File: src/hdl/tlrq_pkg.sv
`timescale 1ns / 1ps
// ---------------------------------------------------------------------------
// tlrq_pkg
// Types and codes shared by the three-level ready queue.
// ---------------------------------------------------------------------------
package tlrq_pkg;

   localparam logic [1:0] CMD_INSERT = 2'd0;
   localparam logic [1:0] CMD_PICK   = 2'd1;
   localparam logic [1:0] CMD_AGE    = 2'd2;

   localparam logic [1:0] LVL_ONE    = 2'd1;
   localparam logic [1:0] LVL_TWO    = 2'd2;
   localparam logic [1:0] LVL_THREE  = 2'd3;

   localparam logic [2:0] CSR_LEVEL1_FLOOR   = 3'd0;
   localparam logic [2:0] CSR_LEVEL2_FLOOR   = 3'd1;
   localparam logic [2:0] CSR_MAX_PRIORITY   = 3'd2;
   localparam logic [2:0] CSR_AGING_STEP     = 3'd3;
   localparam logic [2:0] CSR_WAIT_INCREMENT = 3'd4;
   localparam logic [2:0] CSR_WAIT_THRESHOLD = 3'd5;

   typedef struct packed {
      logic [1:0]  cmd;
      logic [7:0]  task_id;
      logic [7:0]  task_priority;
      logic [15:0] task_burst;
      logic [15:0] running_burst;
      logic [15:0] running_time;
   } req_type;

   typedef struct packed {
      logic [7:0] picked_id;
      logic       picked_valid;
      logic       preempt;
      logic       overflow;
   } rsp_type;

   typedef enum logic [3:0] {
      ST_IDLE = 4'b0001,
      ST_SCAN = 4'b0010,
      ST_ACT  = 4'b0100,
      ST_DONE = 4'b1000
   } state_type;

   typedef enum logic [5:0] {
      PH_INS  = 6'b000001,
      PH_PICK = 6'b000010,
      PH_AGE  = 6'b000100,
      PH_SEL1 = 6'b001000,
      PH_SEL3 = 6'b010000,
      PH_SEL2 = 6'b100000
   } phase_type;

endpackage

File: src/hdl/three_level_ready_queue_with_aging.sv
`timescale 1ns / 1ps
// ---------------------------------------------------------------------------
// three_level_ready_queue_with_aging
// Task table in three priority levels with pick, insert and aging tick.
// ---------------------------------------------------------------------------
// Usage:
//   req_* carries one command item (insert, pick, aging tick) on valid/ready.
//   rsp_* returns exactly one result item per command on valid/ready.
//   csr_* writes the six tuning registers; write only while the block idles.
// Operation: every insert, pick or aging command is worked by one scan unit
//   that walks the slot table one slot per cycle through a registered-read
//   memory. An insert or a pick takes one scan followed by the action state.
//   An aging tick takes one update scan, then one selection scan per
//   requeued or promoted entry plus one empty scan per level.
//   Unused command code: the result is valid in the cycle after accept.
// Only one item is in work: req_ready is high only while idle.
// Reset empties the table, zeroes the stamp counter and loads register
//   defaults. A stalled receiver holds the result and blocks new items.
// ---------------------------------------------------------------------------
module three_level_ready_queue_with_aging #(
   parameter int ENTRIES = 32
) (
   input  logic              clock,
   input  logic              reset,
   input  logic              req_valid,
   output logic              req_ready,
   input  tlrq_pkg::req_type req_data,
   output logic              rsp_valid,
   input  logic              rsp_ready,
   output tlrq_pkg::rsp_type rsp_data,
   input  logic              csr_we,
   input  logic [2:0]        csr_index,
   input  logic [15:0]       csr_wdata
);
   import tlrq_pkg::*;

   localparam int IDX_W = $clog2(ENTRIES);
   localparam logic [IDX_W-1:0] LAST = IDX_W'(ENTRIES - 1);

   typedef struct packed {
      logic             found;
      logic [IDX_W-1:0] slot;
      logic [1:0]       lvl;
      logic [15:0]      burst;
      logic [7:0]       id;
      logic [7:0]       prio;
      logic [15:0]      stamp;
   } best_type;

   // slot table
   logic [7:0]  mem_id    [ENTRIES];
   logic [7:0]  mem_prio  [ENTRIES];
   logic [15:0] mem_burst [ENTRIES];
   logic [15:0] mem_wait  [ENTRIES];
   logic [1:0]  mem_lvl   [ENTRIES];
   logic [15:0] mem_stamp [ENTRIES];

   state_type        state_ff;
   phase_type        phase_ff;
   req_type          req_ff;
   rsp_type          rsp_ff;
   best_type         best_ff;
   logic [IDX_W-1:0] scan_idx_ff;
   logic             scan_on_ff;
   logic             rd_vld_ff;
   logic [IDX_W-1:0] rd_slot_ff;
   logic [ENTRIES-1:0] used_ff;
   logic [ENTRIES-1:0] mark_ff;
   logic [15:0]      counter_ff;

   logic [7:0]  level1_floor_ff, level2_floor_ff, max_priority_ff, aging_step_ff;
   logic [15:0] wait_increment_ff, wait_threshold_ff;

   logic [7:0]  rd_id_ff, rd_prio_ff;
   logic [15:0] rd_burst_ff, rd_wait_ff, rd_stamp_ff;
   logic [1:0]  rd_lvl_ff;

   // write port
   logic             we_id, we_prio, we_burst, we_wait, we_lvl, we_stamp;
   logic [IDX_W-1:0] wr_addr;
   logic [7:0]       wd_prio;
   logic [15:0]      wd_wait;
   logic [1:0]       wd_lvl;

   // compare unit
   logic [15:0] age_cur, age_best;
   logic        older, ahead, take, cand_used, cand_mark;
   // aging update
   logic [16:0] wait_sum;
   logic [15:0] wait_sat, new_wait;
   logic [8:0]  prio_sum;
   logic [7:0]  aged_prio, new_prio;
   logic        hit, mark_set;
   // insert
   logic [1:0]         ins_lvl;
   logic signed [17:0] bound;
   logic               ins_preempt;
   logic               act_stamp;
   logic               act_done;

   assign req_ready = (state_ff == ST_IDLE);
   assign rsp_valid = (state_ff == ST_DONE);
   assign rsp_data  = rsp_ff;

   assign cand_used = used_ff[rd_slot_ff];
   assign cand_mark = mark_ff[rd_slot_ff];
   assign age_cur   = counter_ff - rd_stamp_ff;
   assign age_best  = counter_ff - best_ff.stamp;
   assign older     = age_cur > age_best;

   always_comb begin
      if (rd_lvl_ff != best_ff.lvl) begin
         ahead = rd_lvl_ff < best_ff.lvl;
      end else begin
         case (rd_lvl_ff)
            LVL_ONE: ahead = (rd_burst_ff != best_ff.burst) ?
                             (rd_burst_ff < best_ff.burst) : older;
            LVL_TWO: ahead = (rd_id_ff != best_ff.id) ? (rd_id_ff < best_ff.id) : older;
            default: ahead = older;
         endcase
      end
   end

   always_comb begin
      case (phase_ff)
         PH_INS:  take = !cand_used && !best_ff.found;
         PH_PICK: take = cand_used && (!best_ff.found || ahead);
         PH_SEL1: take = cand_used && cand_mark && (rd_lvl_ff == LVL_ONE) &&
                         (!best_ff.found || ahead);
         PH_SEL3: take = cand_used && cand_mark && (rd_lvl_ff == LVL_THREE) &&
                         (!best_ff.found || ahead);
         PH_SEL2: take = cand_used && cand_mark && (rd_lvl_ff == LVL_TWO) &&
                         (!best_ff.found || ahead);
         default: take = 1'b0;
      endcase
   end

   // finish the command after this action, else rescan
   always_comb begin
      case (phase_ff)
         PH_AGE, PH_SEL1, PH_SEL3: act_done = 1'b0;
         PH_SEL2: act_done = !best_ff.found;
         default: act_done = 1'b1;
      endcase
   end

   // saturate wait, age priority, flag entries for later moves
   assign wait_sum  = {1'b0, rd_wait_ff} + {1'b0, wait_increment_ff};
   assign wait_sat  = wait_sum[16] ? 16'hFFFF : wait_sum[15:0];
   assign hit       = wait_sat > wait_threshold_ff;
   assign prio_sum  = {1'b0, rd_prio_ff} + {1'b0, aging_step_ff};
   assign aged_prio = (prio_sum > {1'b0, max_priority_ff}) ? max_priority_ff : prio_sum[7:0];
   assign new_prio  = hit ? aged_prio : rd_prio_ff;
   assign new_wait  = (hit && rd_lvl_ff == LVL_ONE) ? 16'd0 : wait_sat;
   assign mark_set  = cand_used && hit &&
                      ((rd_lvl_ff == LVL_ONE) || (rd_lvl_ff == LVL_TWO) ||
                       ((rd_lvl_ff == LVL_THREE) && (new_prio >= level2_floor_ff)));

   assign ins_lvl = (req_ff.task_priority >= level1_floor_ff) ? LVL_ONE :
                    (req_ff.task_priority >= level2_floor_ff) ? LVL_TWO : LVL_THREE;
   assign bound   = $signed({2'b00, req_ff.running_burst}) -
                    $signed({2'b00, req_ff.running_time});
   assign ins_preempt = (ins_lvl == LVL_ONE) && ($signed({2'b00, req_ff.task_burst}) < bound);

   assign act_stamp = (state_ff == ST_ACT) && best_ff.found &&
                      (phase_ff == PH_INS || phase_ff == PH_SEL1 ||
                       phase_ff == PH_SEL3 || phase_ff == PH_SEL2);

   always_comb begin
      we_id    = 1'b0;
      we_prio  = 1'b0;
      we_burst = 1'b0;
      we_wait  = 1'b0;
      we_lvl   = 1'b0;
      we_stamp = act_stamp;
      wr_addr  = best_ff.slot;
      wd_prio  = req_ff.task_priority;
      wd_wait  = 16'd0;
      wd_lvl   = ins_lvl;
      if (state_ff == ST_SCAN && phase_ff == PH_AGE && rd_vld_ff && cand_used) begin
         wr_addr = rd_slot_ff;
         we_prio = 1'b1;
         we_wait = 1'b1;
         wd_prio = new_prio;
         wd_wait = new_wait;
      end else if (state_ff == ST_ACT && best_ff.found) begin
         case (phase_ff)
            PH_INS: begin
               we_id    = 1'b1;
               we_prio  = 1'b1;
               we_burst = 1'b1;
               we_wait  = 1'b1;
               we_lvl   = 1'b1;
            end
            PH_SEL3: begin
               we_wait = 1'b1;
               we_lvl  = 1'b1;
               wd_lvl  = LVL_TWO;
            end
            PH_SEL2: begin
               we_wait = best_ff.prio >= level1_floor_ff;
               we_lvl  = best_ff.prio >= level1_floor_ff;
               wd_lvl  = LVL_ONE;
            end
            default: begin
               we_wait = 1'b0;
            end
         endcase
      end
   end

   always_ff @(posedge clock) begin
      if (we_id)    mem_id[wr_addr]    <= req_ff.task_id;
      if (we_prio)  mem_prio[wr_addr]  <= wd_prio;
      if (we_burst) mem_burst[wr_addr] <= req_ff.task_burst;
      if (we_wait)  mem_wait[wr_addr]  <= wd_wait;
      if (we_lvl)   mem_lvl[wr_addr]   <= wd_lvl;
      if (we_stamp) mem_stamp[wr_addr] <= counter_ff;
      rd_id_ff    <= mem_id[scan_idx_ff];
      rd_prio_ff  <= mem_prio[scan_idx_ff];
      rd_burst_ff <= mem_burst[scan_idx_ff];
      rd_wait_ff  <= mem_wait[scan_idx_ff];
      rd_lvl_ff   <= mem_lvl[scan_idx_ff];
      rd_stamp_ff <= mem_stamp[scan_idx_ff];
      rd_slot_ff  <= scan_idx_ff;
   end

   always_ff @(posedge clock) begin
      if (reset) begin
         level1_floor_ff   <= 8'd100;
         level2_floor_ff   <= 8'd50;
         max_priority_ff   <= 8'd149;
         aging_step_ff     <= 8'd10;
         wait_increment_ff <= 16'd100;
         wait_threshold_ff <= 16'd400;
      end else if (csr_we) begin
         case (csr_index)
            CSR_LEVEL1_FLOOR:   level1_floor_ff   <= csr_wdata[7:0];
            CSR_LEVEL2_FLOOR:   level2_floor_ff   <= csr_wdata[7:0];
            CSR_MAX_PRIORITY:   max_priority_ff   <= csr_wdata[7:0];
            CSR_AGING_STEP:     aging_step_ff     <= csr_wdata[7:0];
            CSR_WAIT_INCREMENT: wait_increment_ff <= csr_wdata;
            CSR_WAIT_THRESHOLD: wait_threshold_ff <= csr_wdata;
            default: begin
            end
         endcase
      end
   end

   always_ff @(posedge clock) begin
      if (reset) begin
         state_ff    <= ST_IDLE;
         phase_ff    <= PH_INS;
         scan_idx_ff <= '0;
         scan_on_ff  <= 1'b0;
         rd_vld_ff   <= 1'b0;
         used_ff     <= '0;
         mark_ff     <= '0;
         counter_ff  <= 16'd0;
         best_ff     <= '0;
         rsp_ff      <= '0;
         req_ff      <= '0;
      end else begin
         rd_vld_ff <= (state_ff == ST_SCAN) && scan_on_ff;
         if (act_stamp) begin
            counter_ff <= counter_ff + 16'd1;
         end
         case (state_ff)
            ST_IDLE: begin
               if (req_valid) begin
                  req_ff      <= req_data;
                  rsp_ff      <= '0;
                  scan_idx_ff <= '0;
                  best_ff     <= '0;
                  case (req_data.cmd)
                     CMD_INSERT: begin
                        phase_ff   <= PH_INS;
                        scan_on_ff <= 1'b1;
                        state_ff   <= ST_SCAN;
                     end
                     CMD_PICK: begin
                        phase_ff   <= PH_PICK;
                        scan_on_ff <= 1'b1;
                        state_ff   <= ST_SCAN;
                     end
                     CMD_AGE: begin
                        phase_ff   <= PH_AGE;
                        scan_on_ff <= 1'b1;
                        state_ff   <= ST_SCAN;
                     end
                     default: begin
                        scan_on_ff <= 1'b0;
                        state_ff   <= ST_DONE;
                     end
                  endcase
               end
            end
            ST_SCAN: begin
               if (scan_on_ff) begin
                  if (scan_idx_ff == LAST) begin
                     scan_on_ff <= 1'b0;
                  end else begin
                     scan_idx_ff <= scan_idx_ff + 1'b1;
                  end
               end
               if (rd_vld_ff) begin
                  if (phase_ff == PH_AGE) begin
                     mark_ff[rd_slot_ff] <= mark_set;
                  end
                  if (take) begin
                     best_ff <= '{found: 1'b1, slot: rd_slot_ff, lvl: rd_lvl_ff,
                                  burst: rd_burst_ff, id: rd_id_ff, prio: rd_prio_ff,
                                  stamp: rd_stamp_ff};
                  end
                  if (rd_slot_ff == LAST) begin
                     state_ff <= ST_ACT;
                  end
               end
            end
            ST_ACT: begin
               // rescan in the same or the next phase unless the command is finished
               scan_idx_ff <= '0;
               best_ff     <= '0;
               scan_on_ff  <= !act_done;
               state_ff    <= act_done ? ST_DONE : ST_SCAN;
               if (best_ff.found) begin
                  mark_ff[best_ff.slot] <= 1'b0;
               end
               case (phase_ff)
                  PH_INS: begin
                     if (best_ff.found) begin
                        used_ff[best_ff.slot] <= 1'b1;
                        rsp_ff.preempt        <= ins_preempt;
                     end else begin
                        rsp_ff.overflow <= 1'b1;
                     end
                  end
                  PH_PICK: begin
                     if (best_ff.found) begin
                        used_ff[best_ff.slot] <= 1'b0;
                        rsp_ff.picked_id      <= best_ff.id;
                        rsp_ff.picked_valid   <= 1'b1;
                     end
                  end
                  PH_AGE: phase_ff <= PH_SEL1;
                  PH_SEL1: begin
                     if (!best_ff.found) phase_ff <= PH_SEL3;
                  end
                  PH_SEL3: begin
                     if (!best_ff.found) phase_ff <= PH_SEL2;
                  end
                  default: begin
                  end
               endcase
            end
            ST_DONE: begin
               if (rsp_ready) begin
                  state_ff <= ST_IDLE;
               end
            end
            default: state_ff <= ST_IDLE;
         endcase
      end
   end

   // hold off new items while a result waits
   a_busy_while_result: assert property (@(posedge clock) disable iff (reset)
      rsp_valid |-> !req_ready)
      else $error("item accepted while result pending");

   a_overflow_alone: assert property (@(posedge clock) disable iff (reset)
      rsp_valid && rsp_data.overflow |-> !rsp_data.preempt && !rsp_data.picked_valid)
      else $error("overflow combined with other flags");

   a_read_follows_scan: assert property (@(posedge clock) disable iff (reset)
      rd_vld_ff |-> $past(state_ff == ST_SCAN))
      else $error("read data valid outside scan");

   a_stamp_advances: assert property (@(posedge clock) disable iff (reset)
      act_stamp |=> counter_ff == $past(counter_ff) + 16'd1)
      else $error("stamp counter did not advance");

endmodule

File: config.mk
export PLATFORM = sky130hd
export DESIGN_NAME = three_level_ready_queue_with_aging
export DESIGN_NICKNAME = d
export VERILOG_FILES = /design/src/hdl/tlrq_pkg.sv /design/src/hdl/three_level_ready_queue_with_aging.sv
export SDC_FILE = /design/constraint.sdc
export NUM_CORES = 2
export LEC_CHECK = 0
export ABC_AREA = 1
export CAP_MARGIN = 20
export CELL_PAD_IN_SITES_DETAIL_PLACEMENT = 1
export CELL_PAD_IN_SITES_GLOBAL_PLACEMENT = 1
export CORE_MARGIN = 5
export CORE_UTILIZATION = 30
export DETAILED_ROUTE_END_ITERATION = 10
export DONT_BUFFER_PORTS = 1
export PLACE_DENSITY = 0.52
export RECOVER_POWER = 25
export SYNTH_ARGS = -nofsm -noshare
export SYNTH_HDL_FRONTEND = slang
export SYNTH_SLANG_ARGS = --single-unit
File: constraint.sdc
create_clock -name clock -period 5 [get_ports clock]
set_input_delay 0.25 -clock clock [delete_from_list [all_inputs] [get_ports clock]]
set_output_delay 0.25 -clock clock [all_outputs]
set_load 0.01 [all_outputs]
==> impl_results.md <==
* Status: finished, violations left
* Violated checks: max-capacitance violations, max-slew violations
* Layout cells sized above 1 at 11.23%
* Setup Crit Path Kind: flip-flop to flip-flop
* Initial DRC Count at 5,670
* Root Driver: clkbuf_16
* Crit-path max FO at 8
* Final WL at 369,300 µm
* Clock latency at the later pin of the worst-skew pair at 0.87 ns
* Post-Synth Adder-Cell Area at 2.455%
* Die area at 0.3533 mm²
* WP data arrival at 5.77 ns
* Clock-pin slew on the worst setup and hold paths at 0.06 ns
* DP Cell Count at 13,230
* Max_cap viols at 25
* YS warnings at 0
* Overall power at 47,500 µW
* Most frequent cells in the layout: edfxtp_1, nor2_1, o21ai_0, nand2_1, o22ai_1
* Mapped Area at 0.1024 mm²
* Die height at 594.4 µm
* Syn-to-layout area delta at 19.27%
* Mapped Avg Cell Area at 11.55 µm²
* Power per standard cell area at 388.8 mW/mm²
* Hold Vio Cnt, Final at 0
* Routability cong. at 0.7944
* GRT Residual Overflow at 0
* Fin nets at 9,429
* Peak supply drop at 0.0002846 V
* Distinct cells, synth at 52
* Maximum clock path buffer count at 4
* Drt pass-1 iters at 5
* Tmin final at 4.988 ns
* Row count at 214
* Synth Register Bits at 2,475
* Hold path cells at 3
* GRT Resource Usage Total at 20.15%
* Async SR Flop Fraction at 0%
* Achievable Freq at 0.2005 GHz
* Register area share after synthesis at 69.00%
* Commonest non-fill, non-tap cell in the layout: edfxtp_1
* Slowest stage delay, CP at 0.34 ns
* Mux share of post-synthesis cell area at 0%
* Setup crit start kind: flip-flop
* Clock Skew at 0.03671 ns
* Worst setup EP type: flip-flop
* Io pins at 103
* Net Count, Synth at 9,155
* Part of the cycle the worst path needs at 99.75%
* Largest family of logic cells by synthesized area: compound AO/OA/AOI/OAI gates
* Post-DRT Antenna Nets at 0
* DR vias at 73,880
* Antenna violations before repair at 12
* Largest net degree at the start of global routing at 143
* Worst Tran Pin Value at 2.455 ns
* Reg2Reg Depth at 33
* CP Data Required Time at 5.79 ns
* Slew HR at -63.87%
* Hold/Removal Path Class: primary input to flip-flop
* RSZ-0062 raised after global routing: true
* CTS tree: built
* Setup violations, final at 0
* Max-slew violation count at 852
* Finished Layout Cells at 13,900
* Initial core utilization at 30.12%
* First-pass GRT wire length at 534,200 µm
* Num CTS Buffers at 285
* DR WL/cell at 26.56 µm
* Via-per-instance ratio at 5.314
* H-tree lvl count at 5
* Die width at 594.4 µm
* Synth Flop Type: edfxtp_1
* Crit path max-delay cell type: fa_2
* Leakage power total at 0.04185 µW
* Port buffer count at 0
* Compound-Gate Fraction of Synth Area at 13.93%
* Post-synthesis simple-gate area fraction at 10.65%
* Clk sinks at 2,475
* Post-Synthesis Cells at 8,867
* Core area at 0.3401 mm²
* Dpl hpwl at 209,200 µm
* Post-synth EDFFs at 2,112
* Number of global-route vias before repair at 76,060
* DRC violations left at 0
* Post-Synth XOR/XNOR Area at 0.5215%
==> cell usage after synthesis (6+ instances only) <==
library cell  count  area, µm²
nor3_1           70      350.3
o21a_1           12      90.09
a221oi_1         30      262.8
nand2_1         605       2271
o21ai_0        1327       6641
o21ai_1           6      30.03
inv_2            10      37.54
a21oi_1         383       1917
ha_1            193       2415
a32oi_1          18      157.7
dfxtp_1         363       7267
a211oi_1         56      420.4
inv_1           349       1310
o31ai_1           9      67.56
a31oi_1          31      193.9
a21boi_0         12      90.09
xnor2_1          17      148.9
o21bai_1          8      60.06
o221ai_1        167       1463
edfxtp_1       2112      63420
buf_1            22      82.58
o211ai_1         42      315.3
nand3_1         216       1081
xor2_1           44      385.4
a21o_1            9      67.56
buf_2            14      70.07
nor2_1         1662       6238
clkbuf_1        532       1997
nand4_1         127      794.5
o22ai_1         359       2246
a41oi_1           9      78.83
==> final cells by class <==
class,instances,area [µm²]
antenna,4,10.01
clock buffer,372,7755
clock inverter,137,1204
fill,36560,217900
inverter,364,1416
multi-input combinational,5459,29240
sequential,2475,70700
tap,4536,5675
timing repair buffer,555,6165
timing repair inverter,1,7.507
==> layer usage <==
metal,GRT usage (%),part of all wire [%],wire length (µm),up-vias
met5,0,0.0035,13,-
met4,4.830,2.4,8865,2
met3,2.746,5.0,18470,547
met2,34.03,48,176900,1805
met1,27.47,45,165000,38540
li1,-,-,-,32990
==> sequential cells by signal, indices dropped and copies added, names as in the netlist, 8 cells and up, named ones only <==
signal,flops
rd_wait_ff,16
rd_stamp_ff,16
max_priority_ff,8
rsp_data,11
mem_stamp,512
req_ff,64
mem_wait,512
counter_ff,16
mem_prio,256
wait_increment_ff,16
best_ff,56
wait_threshold_ff,16
mem_id,256
mem_lvl,64
rd_id_ff,8
rd_prio_ff,8
level1_floor_ff,8
mem_burst,512
aging_step_ff,8
rd_burst_ff,16
mark_ff,32
level2_floor_ff,8
==> stage by stage <==
| step | setup WS, ns | setup TNS (ns) | utilization (%) | hold WS, ns | cell area (µm²) |
|---|---|---|---|---|---|
| 3_3_place_gp | -0.5660 | -130.77 | 32.66 | 0.3349 | 111000 |
| 4_1_cts | -0.05198 | -1.174 | 35.81 | 0.01465 | 121800 |
| 2_1_floorplan | 0.06815 | 0 | - | 0.3629 | 102400 |
| 5_1_grt | -0.2601 | -5.657 | 35.93 | 0.06756 | 122200 |
| 3_5_place_dp | -0.5567 | -157.24 | 32.69 | 0.3391 | 111200 |
| 6_report | 0.01236 | 0 | 35.93 | 0.09581 | 122200 |
==> repair_timing <==
item / CTS / global route
endpoints found under the setup margin: 491 / 88
gates resized for setup: 74 / 49
gates cloned: 4 / 2
hold endpoints to repair: 258 / 0
hold buffers: 110 / 0
setup buffers: 16 / 5
pin swaps: 41 / 36
==> worst paths after layout <==
path	to	slack, ns	from
max reg2reg	mark_ff[20]$_SDFFE_PP0P_	0.01	rd_wait_ff[0]$_DFF_P_
min	req_ff[20]$_SDFFE_PP0P_	0.1	req_data[20]
max	mark_ff[20]$_SDFFE_PP0P_	0.01	rd_wait_ff[0]$_DFF_P_
min reg2reg	rd_slot_ff[3]$_DFF_P_	0.45	scan_idx_ff[3]$_SDFFE_PP0P_
==> power breakdown <==
part / internal, µW / switching [µW]
Sequential: 23000 / 152
Combinational: 1110 / 2780
Clock: 11900 / 8600
==> worst max-delay path: cells and delay by family (launching register included) <==
family                     cells  cell delay [ns]
AOI/OAI and AO/OA              9             1.25
adders and majority gates      4             1.06
buffers and inverters          5             0.52
DFF                            1             0.33
and+or+nand+nor               15             1.75
==> logic make-up after synthesis <==
kind of cell | after synthesis
adder cells (fa/ha/maj) | 198
AND/OR/NAND/NOR | 2702
XOR/XNOR | 61
AO/OA/AOI/OAI | 2498
flip-flops | 2475
buffers and inverters | 933
No activity file was read; power rests on OpenSTA's default activity.
